===== config.mk =====
export PLATFORM = sky130hd
export DESIGN_NAME = motor_command_frame_parser_flat
export DESIGN_NICKNAME = d
export VERILOG_FILES = /design/src/hw/rtl/mcfp_pkg.sv /design/src/hw/rtl/mcfp_if.sv /design/src/hw/rtl/mcfp_axis_acc.sv /design/src/hw/rtl/motor_command_frame_parser.sv /design/src/flat_wrapper.sv
export SDC_FILE = /design/constraint.sdc
export NUM_CORES = 1
export LEC_CHECK = 0
export ABC_AREA = 1
export BUFFER_PORTS_ARGS = -buffer_cell sky130_fd_sc_hd__buf_2
export CORE_ASPECT_RATIO = 1.4
export CORE_MARGIN = 2
export CORE_UTILIZATION = 45
export DETAILED_ROUTE_END_ITERATION = 16
export HOLD_SLACK_MARGIN = 0.15
export PLACE_DENSITY_LB_ADDON = 0.08
export SLEW_MARGIN = 10
export SYNTH_ARGS = -nofsm -noshare
export SYNTH_HDL_FRONTEND = slang
export SYNTH_SLANG_ARGS = --single-unit

===== constraint.sdc =====
create_clock -name clk -period 7.2 [get_ports clk]
set_clock_uncertainty 0.1 [all_clocks]
set_input_delay 0.72 -clock clk [delete_from_list [all_inputs] [get_ports clk]]
set_output_delay 0.72 -clock clk [all_outputs]
set_load 0.05 [all_outputs]

===== src/hw/rtl/mcfp_pkg.sv =====
// mcfp_pkg: constants, types and helpers for the motor command frame parser
// no dependencies; compiled first
package mcfp_pkg;

	localparam logic [7:0] StartByte = 8'h41;
	localparam logic [7:0] EndByte   = 8'h42;
	localparam logic [7:0] ZeroChar  = 8'h30;

	// frame positions: 0 start, 1..20 axis data, 21 trailer
	localparam int unsigned NumAxes  = 4;
	localparam int unsigned AxisBits = $clog2(NumAxes);
	localparam int unsigned PosBits  = 5;
	localparam int unsigned SlotBits = 3;

	localparam logic [PosBits-1:0]  PosIdle    = 5'd0;
	localparam logic [PosBits-1:0]  PosFirst   = 5'd1;
	localparam logic [PosBits-1:0]  PosLastData = 5'd20;
	localparam logic [PosBits-1:0]  PosTrailer = 5'd21;
	localparam logic [SlotBits-1:0] SlotDir    = 3'd0;
	localparam logic [SlotBits-1:0] SlotLast   = 3'd4;
	localparam logic [SlotBits-1:0] SlotCount  = 3'd5;

	typedef struct packed {
		logic dir_we;
		logic digit_we;
	} mcfp_axis_ctl_t;

	// one decimal step: acc*10 + (b - '0'), wrapped to 16 bits
	function automatic logic [15:0] digit_step(input logic [15:0] acc, input logic [7:0] b);
		logic [15:0] times_ten;
		times_ten = {acc[12:0], 3'b000} + {acc[14:0], 1'b0};
		return times_ten + {8'h00, b} - {8'h00, ZeroChar};
	endfunction

endpackage


===== src/hw/rtl/mcfp_if.sv =====
// mcfp_if: valid/ready channel interfaces for the byte input and the command output
// depends on nothing but the clockless signals it carries
interface mcfp_byte_if;
	logic       valid;
	logic       ready;
	logic [7:0] received_byte;

	modport source (output valid, output received_byte, input ready);
	modport sink (input valid, input received_byte, output ready);
endinterface

interface mcfp_cmd_if;
	logic        valid;
	logic        ready;
	logic        direction_1;
	logic [15:0] angle_delta_1;
	logic        direction_2;
	logic [15:0] angle_delta_2;
	logic        direction_3;
	logic [15:0] angle_delta_3;
	logic        direction_4;
	logic [15:0] angle_delta_4;

	modport source (
		output valid, input ready,
		output direction_1, output angle_delta_1, output direction_2, output angle_delta_2,
		output direction_3, output angle_delta_3, output direction_4, output angle_delta_4
	);
	modport sink (
		input valid, output ready,
		input direction_1, input angle_delta_1, input direction_2, input angle_delta_2,
		input direction_3, input angle_delta_3, input direction_4, input angle_delta_4
	);
endinterface


===== src/hw/rtl/mcfp_axis_acc.sv =====
// mcfp_axis_acc: direction flag and running decimal value of one axis
// depends on mcfp_pkg
module mcfp_axis_acc import mcfp_pkg::*; (
	input  logic           clk,
	input  mcfp_axis_ctl_t ctl,
	input  logic [7:0]     data,
	output logic           direction,
	output logic [15:0]    angle_delta
);

	logic        dir_q;
	logic [15:0] acc_q;

	// direction byte opens the axis and clears the value
	always_ff @(posedge clk) begin
		if (ctl.dir_we) begin
			dir_q <= (data != ZeroChar);
			acc_q <= 16'h0000;
		end else if (ctl.digit_we) begin
			acc_q <= digit_step(acc_q, data);
		end
	end

	assign direction   = dir_q;
	assign angle_delta = acc_q;

endmodule


===== src/hw/rtl/motor_command_frame_parser.sv =====
// motor_command_frame_parser: top level, frame tracking and result register
// depends on mcfp_pkg, mcfp_if, mcfp_axis_acc
//
// Takes one received byte per beat on rx and, for every well formed frame, gives one
// command beat on cmd. A frame is 'A', four axes of five bytes (direction byte, then
// four decimal digits, most significant first) and the trailer 'B': 22 bytes in all.
// Bytes outside a frame are ignored until 'A'; an 'A' inside a frame restarts it; a
// frame whose 22nd byte is not 'B' is dropped without any output. Direction is 1
// when the axis byte is not '0'. The value is the four digits taken as decimal with
// each byte minus '0' (non-digits included), wrapped to 16-bit two's complement.
// Rate: one byte per clock, also while a finished command waits on cmd, unless a
// trailer then reaches the input register (see below). The command is offered on cmd
// from the result register, which the accepted trailer beat loads from the input
// register. The values are built digit by digit as the bytes arrive
// (acc*10 + digit in each axis accumulator), so no frame buffer is kept and the
// trailer only copies the four axes into the result register. rx.ready drops only
// when a trailer waits in the input register while an earlier command still sits
// unaccepted on cmd. No clearing pass after reset.
module motor_command_frame_parser import mcfp_pkg::*; (
	input  logic          clk,
	input  logic          arst_n,
	mcfp_byte_if.sink     rx,
	mcfp_cmd_if.source    cmd
);

	// input register
	logic       valid_s1;
	logic [7:0] byte_s1;

	// frame tracking: position, and axis/slot so no divide is needed
	logic [PosBits-1:0]  pos_q;
	logic [AxisBits-1:0] axis_q;
	logic [SlotBits-1:0] slot_q;

	// result register
	logic        out_valid_q;
	logic [NumAxes-1:0] dir_res_q;
	logic [15:0] delta_res_q [NumAxes];

	logic        emit_s1;
	logic        go_s1;
	logic        proc_s1;
	logic        in_frame;
	logic        store_s1;
	logic        is_start;
	logic [NumAxes-1:0] axis_dir;
	logic [15:0] axis_delta [NumAxes];
	mcfp_axis_ctl_t axis_ctl [NumAxes];

	// a trailer 'B' produces a command; it may only leave s1 if the result register frees up
	assign in_frame = (pos_q != PosIdle) && (pos_q <= PosTrailer);
	assign is_start = (byte_s1 == StartByte);
	assign emit_s1  = valid_s1 && (pos_q == PosTrailer) && (byte_s1 == EndByte);
	assign go_s1    = !emit_s1 || !out_valid_q || cmd.ready;
	assign proc_s1  = valid_s1 && go_s1;
	assign store_s1 = proc_s1 && in_frame && !is_start && (pos_q <= PosLastData);

	assign rx.ready = !valid_s1 || go_s1;

	always_ff @(posedge clk or negedge arst_n) begin
		if (!arst_n) begin
			valid_s1 <= 1'b0;
		end else if (rx.valid && rx.ready) begin
			valid_s1 <= 1'b1;
		end else if (go_s1) begin
			valid_s1 <= 1'b0;
		end
	end

	always_ff @(posedge clk) begin
		if (rx.valid && rx.ready) begin
			byte_s1 <= rx.received_byte;
		end
	end

	// frame position update
	always_ff @(posedge clk or negedge arst_n) begin
		if (!arst_n) begin
			pos_q  <= PosIdle;
			axis_q <= '0;
			slot_q <= SlotDir;
		end else if (proc_s1) begin
			if (!in_frame || is_start) begin
				// waiting, or restart on a start byte
				pos_q  <= is_start ? PosFirst : PosIdle;
				axis_q <= '0;
				slot_q <= SlotDir;
			end else if (pos_q <= PosLastData) begin
				pos_q <= pos_q + PosFirst;
				if (slot_q == SlotLast) begin
					slot_q <= SlotDir;
					axis_q <= axis_q + AxisBits'(1);
				end else begin
					slot_q <= slot_q + SlotBits'(1);
				end
			end else begin
				// trailer: frame closes whatever the byte
				pos_q <= PosIdle;
			end
		end
	end

	// per-axis accumulators
	for (genvar k = 0; k < NumAxes; k++) begin : g_axis
		assign axis_ctl[k].dir_we   = store_s1 && (axis_q == AxisBits'(k)) && (slot_q == SlotDir);
		assign axis_ctl[k].digit_we = store_s1 && (axis_q == AxisBits'(k)) && (slot_q != SlotDir);

		mcfp_axis_acc u_axis (
			.clk         (clk),
			.ctl         (axis_ctl[k]),
			.data        (byte_s1),
			.direction   (axis_dir[k]),
			.angle_delta (axis_delta[k])
		);
	end

	// result register: holds a command until cmd takes it
	always_ff @(posedge clk or negedge arst_n) begin
		if (!arst_n) begin
			out_valid_q <= 1'b0;
		end else if (proc_s1 && emit_s1) begin
			out_valid_q <= 1'b1;
		end else if (cmd.ready) begin
			out_valid_q <= 1'b0;
		end
	end

	always_ff @(posedge clk) begin
		if (proc_s1 && emit_s1) begin
			dir_res_q   <= axis_dir;
			delta_res_q <= axis_delta;
		end
	end

	assign cmd.valid         = out_valid_q;
	assign cmd.direction_1   = dir_res_q[0];
	assign cmd.angle_delta_1 = delta_res_q[0];
	assign cmd.direction_2   = dir_res_q[1];
	assign cmd.angle_delta_2 = delta_res_q[1];
	assign cmd.direction_3   = dir_res_q[2];
	assign cmd.angle_delta_3 = delta_res_q[2];
	assign cmd.direction_4   = dir_res_q[3];
	assign cmd.angle_delta_4 = delta_res_q[3];

	// a new command only follows a trailer byte seen at the trailer position
	a_emit_from_trailer: assert property (@(posedge clk) disable iff (!arst_n)
		$rose(out_valid_q) |-> $past(pos_q == PosTrailer) && $past(byte_s1 == EndByte))
		else $error("command issued without a trailer");

	// position never leaves the frame range
	a_pos_range: assert property (@(posedge clk) disable iff (!arst_n)
		pos_q <= PosTrailer)
		else $error("frame position out of range");

	// axis and slot track the data position
	a_axis_slot: assert property (@(posedge clk) disable iff (!arst_n)
		(pos_q != PosIdle && pos_q <= PosLastData) |->
		(pos_q == PosBits'(axis_q) * PosBits'(SlotCount) + PosBits'(slot_q) + PosFirst))
		else $error("axis/slot out of step with position");

	// a trailer blocked by a full result register waits in s1 untouched
	a_s1_hold: assert property (@(posedge clk) disable iff (!arst_n)
		(valid_s1 && !go_s1) |=> valid_s1 && $stable(byte_s1) && $stable(pos_q))
		else $error("stalled trailer lost");

endmodule


===== src/flat_wrapper.sv =====
// flat-port wrapper written by rule: the top's interface ports become plain ports
module motor_command_frame_parser_flat import mcfp_pkg::*;
  (clk, arst_n, rx_valid, rx_received_byte, rx_ready, cmd_valid, cmd_ready, cmd_direction_1, cmd_angle_delta_1, cmd_direction_2, cmd_angle_delta_2, cmd_direction_3, cmd_angle_delta_3, cmd_direction_4, cmd_angle_delta_4);
  mcfp_byte_if rx_i ();
  mcfp_cmd_if cmd_i ();
  input  logic clk;
  input  logic arst_n;
  input wire logic [$bits(rx_i.valid)-1:0] rx_valid;
  input wire logic [$bits(rx_i.received_byte)-1:0] rx_received_byte;
  output wire logic [$bits(rx_i.ready)-1:0] rx_ready;
  output wire logic [$bits(cmd_i.valid)-1:0] cmd_valid;
  input wire logic [$bits(cmd_i.ready)-1:0] cmd_ready;
  output wire logic [$bits(cmd_i.direction_1)-1:0] cmd_direction_1;
  output wire logic [$bits(cmd_i.angle_delta_1)-1:0] cmd_angle_delta_1;
  output wire logic [$bits(cmd_i.direction_2)-1:0] cmd_direction_2;
  output wire logic [$bits(cmd_i.angle_delta_2)-1:0] cmd_angle_delta_2;
  output wire logic [$bits(cmd_i.direction_3)-1:0] cmd_direction_3;
  output wire logic [$bits(cmd_i.angle_delta_3)-1:0] cmd_angle_delta_3;
  output wire logic [$bits(cmd_i.direction_4)-1:0] cmd_direction_4;
  output wire logic [$bits(cmd_i.angle_delta_4)-1:0] cmd_angle_delta_4;
  assign rx_i.valid = rx_valid;
  assign rx_i.received_byte = rx_received_byte;
  assign rx_ready = rx_i.ready;
  assign cmd_valid = cmd_i.valid;
  assign cmd_i.ready = cmd_ready;
  assign cmd_direction_1 = cmd_i.direction_1;
  assign cmd_angle_delta_1 = cmd_i.angle_delta_1;
  assign cmd_direction_2 = cmd_i.direction_2;
  assign cmd_angle_delta_2 = cmd_i.angle_delta_2;
  assign cmd_direction_3 = cmd_i.direction_3;
  assign cmd_angle_delta_3 = cmd_i.angle_delta_3;
  assign cmd_direction_4 = cmd_i.direction_4;
  assign cmd_angle_delta_4 = cmd_i.angle_delta_4;
  motor_command_frame_parser u_core (.clk(clk), .arst_n(arst_n), .rx(rx_i), .cmd(cmd_i));
endmodule

-- Yosys cells after proc, flatten, opt, wreduce, memory -nomap -nowiden
Cells that the tools add are included.
- register bits after elaboration: 156
- input bits: 12
- output and inout bits: 70
- word-level logic and storage cells: 97
- add/sub/neg operators: 15
- multiplexer cells: 13
- equal/unequal tests: 8
- magnitude comparators: 2
- reductions and logical operators: 40
- operators by type and width (cell ; number):
    adder 16 bit ; 4
    adder 16 x 8 -> 16 bit ; 4
    subtractor 16 x 6 -> 16 bit, second input constant ; 4
    logical AND 1 bit ; 21
    equality test 8 x 7 -> 1 bit, second input constant ; 2
    <= comparator 5 bit, second input constant ; 2
    two-way mux 5 bit ; 2
    two-way mux 3 bit ; 3
    inequality test 8 x 6 -> 1 bit, second input constant ; 1
    nonzero test 2 bit ; 4
    two-way mux 2 bit ; 3
    adder 5 x 1 -> 5 bit, second input constant ; 1
    equality test 5 bit, second input constant ; 1
    zero test 1 bit ; 5
    two-way mux 1 bit ; 5
    nonzero test 5 bit ; 1
    equality test 2 bit, second input constant ; 2
    logical OR 1 bit ; 4
    adder 3 x 1 -> 3 bit, second input constant ; 1
    equality test 3 bit, second input constant ; 1
    zero test 3 bit ; 1
    AND reduction 3 bit ; 1
    nonzero test 3 bit ; 1
    adder 2 x 1 -> 2 bit, second input constant ; 1
    3 further kinds ; 3

-- Depth between registers and ports, before layout
- word-level depth: 12
- depth in mapped cells: 17
- gate-level depth less buffers: 17

-- Modules after synthesis
From an unflattened synthesis, not the netlist that was laid out.
- cell total of the unflattened synthesis: 1421
- area, all modules: 11109.4 µm²
- modules (own cells, without submodules) (module ; area each (µm²) ; instances ; sequential area each (µm²) ; cells each):
    mcfp_axis_acc (u_core.g_axis[1].u_axis ...) ; 1955.6 ; 3 ; 350.3 ; 303
    motor_command_frame_parser ; 3293.2 ; 1 ; 2582.5 ; 218
    mcfp_axis_acc (u_core.g_axis[0].u_axis) ; 1949.4 ; 1 ; 350.3 ; 294

-- Worst setup path before layout
No wires, ideal clock.
- kind: reg-to-reg
- from: register u_core.byte_s1[6]
- to: register u_core.delta_res_q, in the netlist u_core.cmd.angle_delta_1[0], enable pin
- data arrival time: 2.747 ns
- clock period less this slack: 3.269 ns
- cell stages (with the launch flop): 10
- data required time: 6.678 ns
- setup slack: 3.931 ns
- cells stage by stage: edfxtp_1 inv_1 nor2_1 nand2_1 nor2_1 nand3_2 nand2_2 inv_1 nand3_1 inv_1
- cells in the longest elaborated chain, start to end: 7
- ends and longest elaborated chain (item ; line ; RTL):
    start: declaration ; motor_command_frame_parser.sv:28 ; logic [7:0] byte_s1;
    start signal: assignment ; motor_command_frame_parser.sv:72 ; byte_s1 <= rx.received_byte;
    equality test 8 x 7 -> 1 bit * ; motor_command_frame_parser.sv:53 ; assign emit_s1 = valid_s1 && (pos_q == PosTrailer) && (byte_s1 == EndByte);
    logical AND 1 bit * ; motor_command_frame_parser.sv:53 ;
    zero test 1 bit ; motor_command_frame_parser.sv:54 ; assign go_s1 = !emit_s1 || !out_valid_q || cmd.ready;
    logical OR 1 bit (2 in a row) ; motor_command_frame_parser.sv:54 ;
    logical AND 1 bit ; motor_command_frame_parser.sv:55 ; assign proc_s1 = valid_s1 && go_s1;
    logical AND 1 bit * ; motor_command_frame_parser.sv:129 ; if (proc_s1 && emit_s1) begin
    end signal: assignment ; motor_command_frame_parser.sv:131 ; delta_res_q <= axis_delta;
    end: declaration ; motor_command_frame_parser.sv:38 ; logic [15:0] delta_res_q [NumAxes];
Every way passes the cells marked *; elsewhere a longest branch is shown, timed or not.
A chain may end at the register's enable or synchronous reset.

-- Worst setup path after layout
- from: register u_core.byte_s1[3]
- to: register u_core.g_axis[3].u_axis.acc_q[15]
- cells in the longest elaborated chain, start to end: 11
- ends and longest elaborated chain (item ; line ; RTL):
    branches (longest 11 deep; another with adder 16 x 8 -> 16 bit) ; - ;
    end signal: assignment ; mcfp_axis_acc.sv:20 ; acc_q <= digit_step(acc_q, data);
    end: declaration ; mcfp_axis_acc.sv:12 ; logic [15:0] acc_q;
Parallel ways; which one is timed is not known.

==> qor.txt <==
post-synth cell types = 33
Synth Cell Area = 9870 sq um
Port Buffers = 81
Initial DRT Pass Iterations = 4
most frequent cells in the layout = nand2_1, inv_1, ha_1, buf_2, edfxtp_1
final setup fails = 0
Core Box Area = 21,700 sq um
GRT Total Usage = 19.2%
Synthesized Nets = 1,298
unrepaired setup endpoints after global routing = false
leakage power = 5.57 nW
status = completed
Power Dens Cells = 460 nW/um^2
setup TNS = 0 ps
post-route ant nets = 0
placed insts = 1,491
Pwr Total = 0.00514 W
Num CTS Buffers = 17
FF-to-FF setup slack = 4020 ps
H-tree depth = 4
Ports = 82
Max clock buf depth = 2
first-pass GRT wire length = 34.6 mm
Post-Route WL = 20.9 mm
sequential share of the synthesized area = 40.4%
period utilisation layout = 44.1%
Hold WS = 320 ps
commonest non-fill, non-tap cell in the layout = nand2_1
initial antenna violation count = 0
Core Rows = 64
PostCTS Resize Cnt = 0
top_reg_cell synth = edfxtp_1
Clock transition at path regs = 70 ps
CP max FO = 4
Worst Reg-to-Reg Cells = 15
nature of the critical path startpoint = flop
Setup crit end kind = flop
nets = 1,395
fmax = 315 MHz
Synth async-reset ratio = 7.69%
Arr. time, crit path = 3400 ps
final cell count without fillers = 1,524
initial core utilization = 45.5%
post-synthesis register bit count = 156
drt wl/cell = 13.7 um
max-cap violations = 0
worst hold path type = reg -> reg
Final Max Slew Viols = 0
DR DRC count = 0
number of global-route vias before repair = 7,306
largest net degree at the start of global routing = 38
grt total ovfl = 0
dpl hpwl = 16.4 mm
hold path cells = 0
share of cells above drive strength 1 = 10.4%
CTS tree = yes
Area growth syn-to-layout = 13.4%
Vias/cell = 4.72
critical path class = reg -> reg
via count = 7,194
Peak VDD IR = 0.000420 V
Clk Latency, worst-skew pair = 440 ps
crit path time final = 3180 ps
Worst-Margin Slew = 685 ps
die height = 179 um
die area = 23,100 sq um
Post-Synthesis Cells = 1,117
Synth Warn # = 0
Clk Tree Root Cell = clkbuf_16
1st-iter DRT viols = 232
clock sinks = 156
final hold violation count = 0
Filler cells = 2,131
diode count = 0
worst path required time = 7420 ps
EDFF count, synth = 80
DIE WIDTH = 129 um
final RePlAce weighted congestion = 0.884
Slew headroom = 53.8%
Synth Area per Inst = 8.83 sq um
[worst max-delay path, cell delays in order, from the launching register on]
cell	delay, ps
edfxtp_1	440
inv_1	130
fa_1	490
inv_1	40
ha_1	270
ha_1	160
inv_1	60
fa_1	410
o21ai_0	420
nand2_1	100
nand2_1	110
nand2_1	60
nand3_1	60
nand2_1	50
nor2_1	90
nor2_1	60
[final timing paths]
path / start / endpoint
max in group asynchronous: arst_n / u_core.slot_q[0]
max: u_core.byte_s1[3] / u_core.g_axis[3].u_axis.angle_delta[15]
max reg2reg: u_core.byte_s1[3] / u_core.g_axis[3].u_axis.angle_delta[15]
min in group asynchronous: arst_n / u_core.pos_q[3]
min reg2reg: u_core.g_axis[3].u_axis.direction / u_core.dir_res_q[3]
min: u_core.g_axis[3].u_axis.direction / u_core.dir_res_q[3]
[kinds of logic after synthesis]
| family | count (synthesis) | share of synthesized area [%] |
|---|---|---|
| AOI/OAI and AO/OA | 111 | 6.00 |
| DFF | 156 | 40.4 |
| and+or+nand+nor | 405 | 17.1 |
| buffers and inverters | 226 | 8.85 |
| xor gates and xnor gates | 50 | 4.44 |
| adders and majority gates | 169 | 23.3 |
[through the flow]
step           setup slack (ps)  utilization [%]  cell area [sq um]
4_1_cts                    4020             51.5              11200
5_1_grt                    3810             51.5              11200
3_5_place_dp               4040             48.9              10600
6_report                   4020             51.5              11200
3_3_place_gp               4110             48.9              10600
2_1_floorplan              3930                -               9870
[report_power, final]
group | internal [W] | switching [W]
clock network | 0.000487 | 0.000403
registers | 0.00105 | 0.0000860
logic | 0.00122 | 0.00189
[Yosys cell counts, drive strengths merged (4+ instances only)]
library cell  count  area (sq um)
fa               24           480
dfxtp            64          1280
edfxtp           80          2400
buf               5          43.8
inv             219           822
nand3b            5          37.5
a21oi            27           135
a21o              4          30.0
xor2             22           193
dfrtp            12           300
xnor2            28           245
nor2             65           251
o21bai            4          30.0
nand4             7          43.8
nand2           272          1040
ha              145          1810
o21ai            64           320
nand3            50           275
a31oi             8          50.1
[cell type report]
type	count	area [sq um]	share of cell area (%)
timing repair buffer	83	423	3.78
clock buffer	19	433	3.87
inverter	221	830	7.42
clock inverter	13	134	1.20
sequential	156	3980	35.6
tap	297	372	3.32
multi-input combinational	735	5010	44.8
[what timing repair did]
| action | 4_1_cts | 5_1_grt |
|---|---|---|
| buffers inserted | 0 | 0 |
| endpoints found under the hold margin | 12 | 0 |
| hold buffers | 1 | 0 |
[per-layer routing]
metal	track usage, %	vias up	share of wire, %
met2	35.7	98	52
met5	0	-	0
li1	-	3777	-
met1	21.9	3290	43
met4	6.11	0	1.8
met3	3.58	29	2.9
[state kept, by name, indices dropped and copies added, names as in the netlist, 3 cells and up]
name,count
u_core.byte_s1,8
u_core.g_axis.u_axis.angle_delta,64
u_core.slot_q,3
u_core.cmd.angle_delta_3,16
u_core.cmd.angle_delta_1,16
u_core.dir_res_q,4
u_core.cmd.angle_delta_2,16
u_core.cmd.angle_delta_4,16
u_core.g_axis.u_axis.direction,4
u_core.pos_q,5
Note: power is estimated with default switching activity, not from simulation.
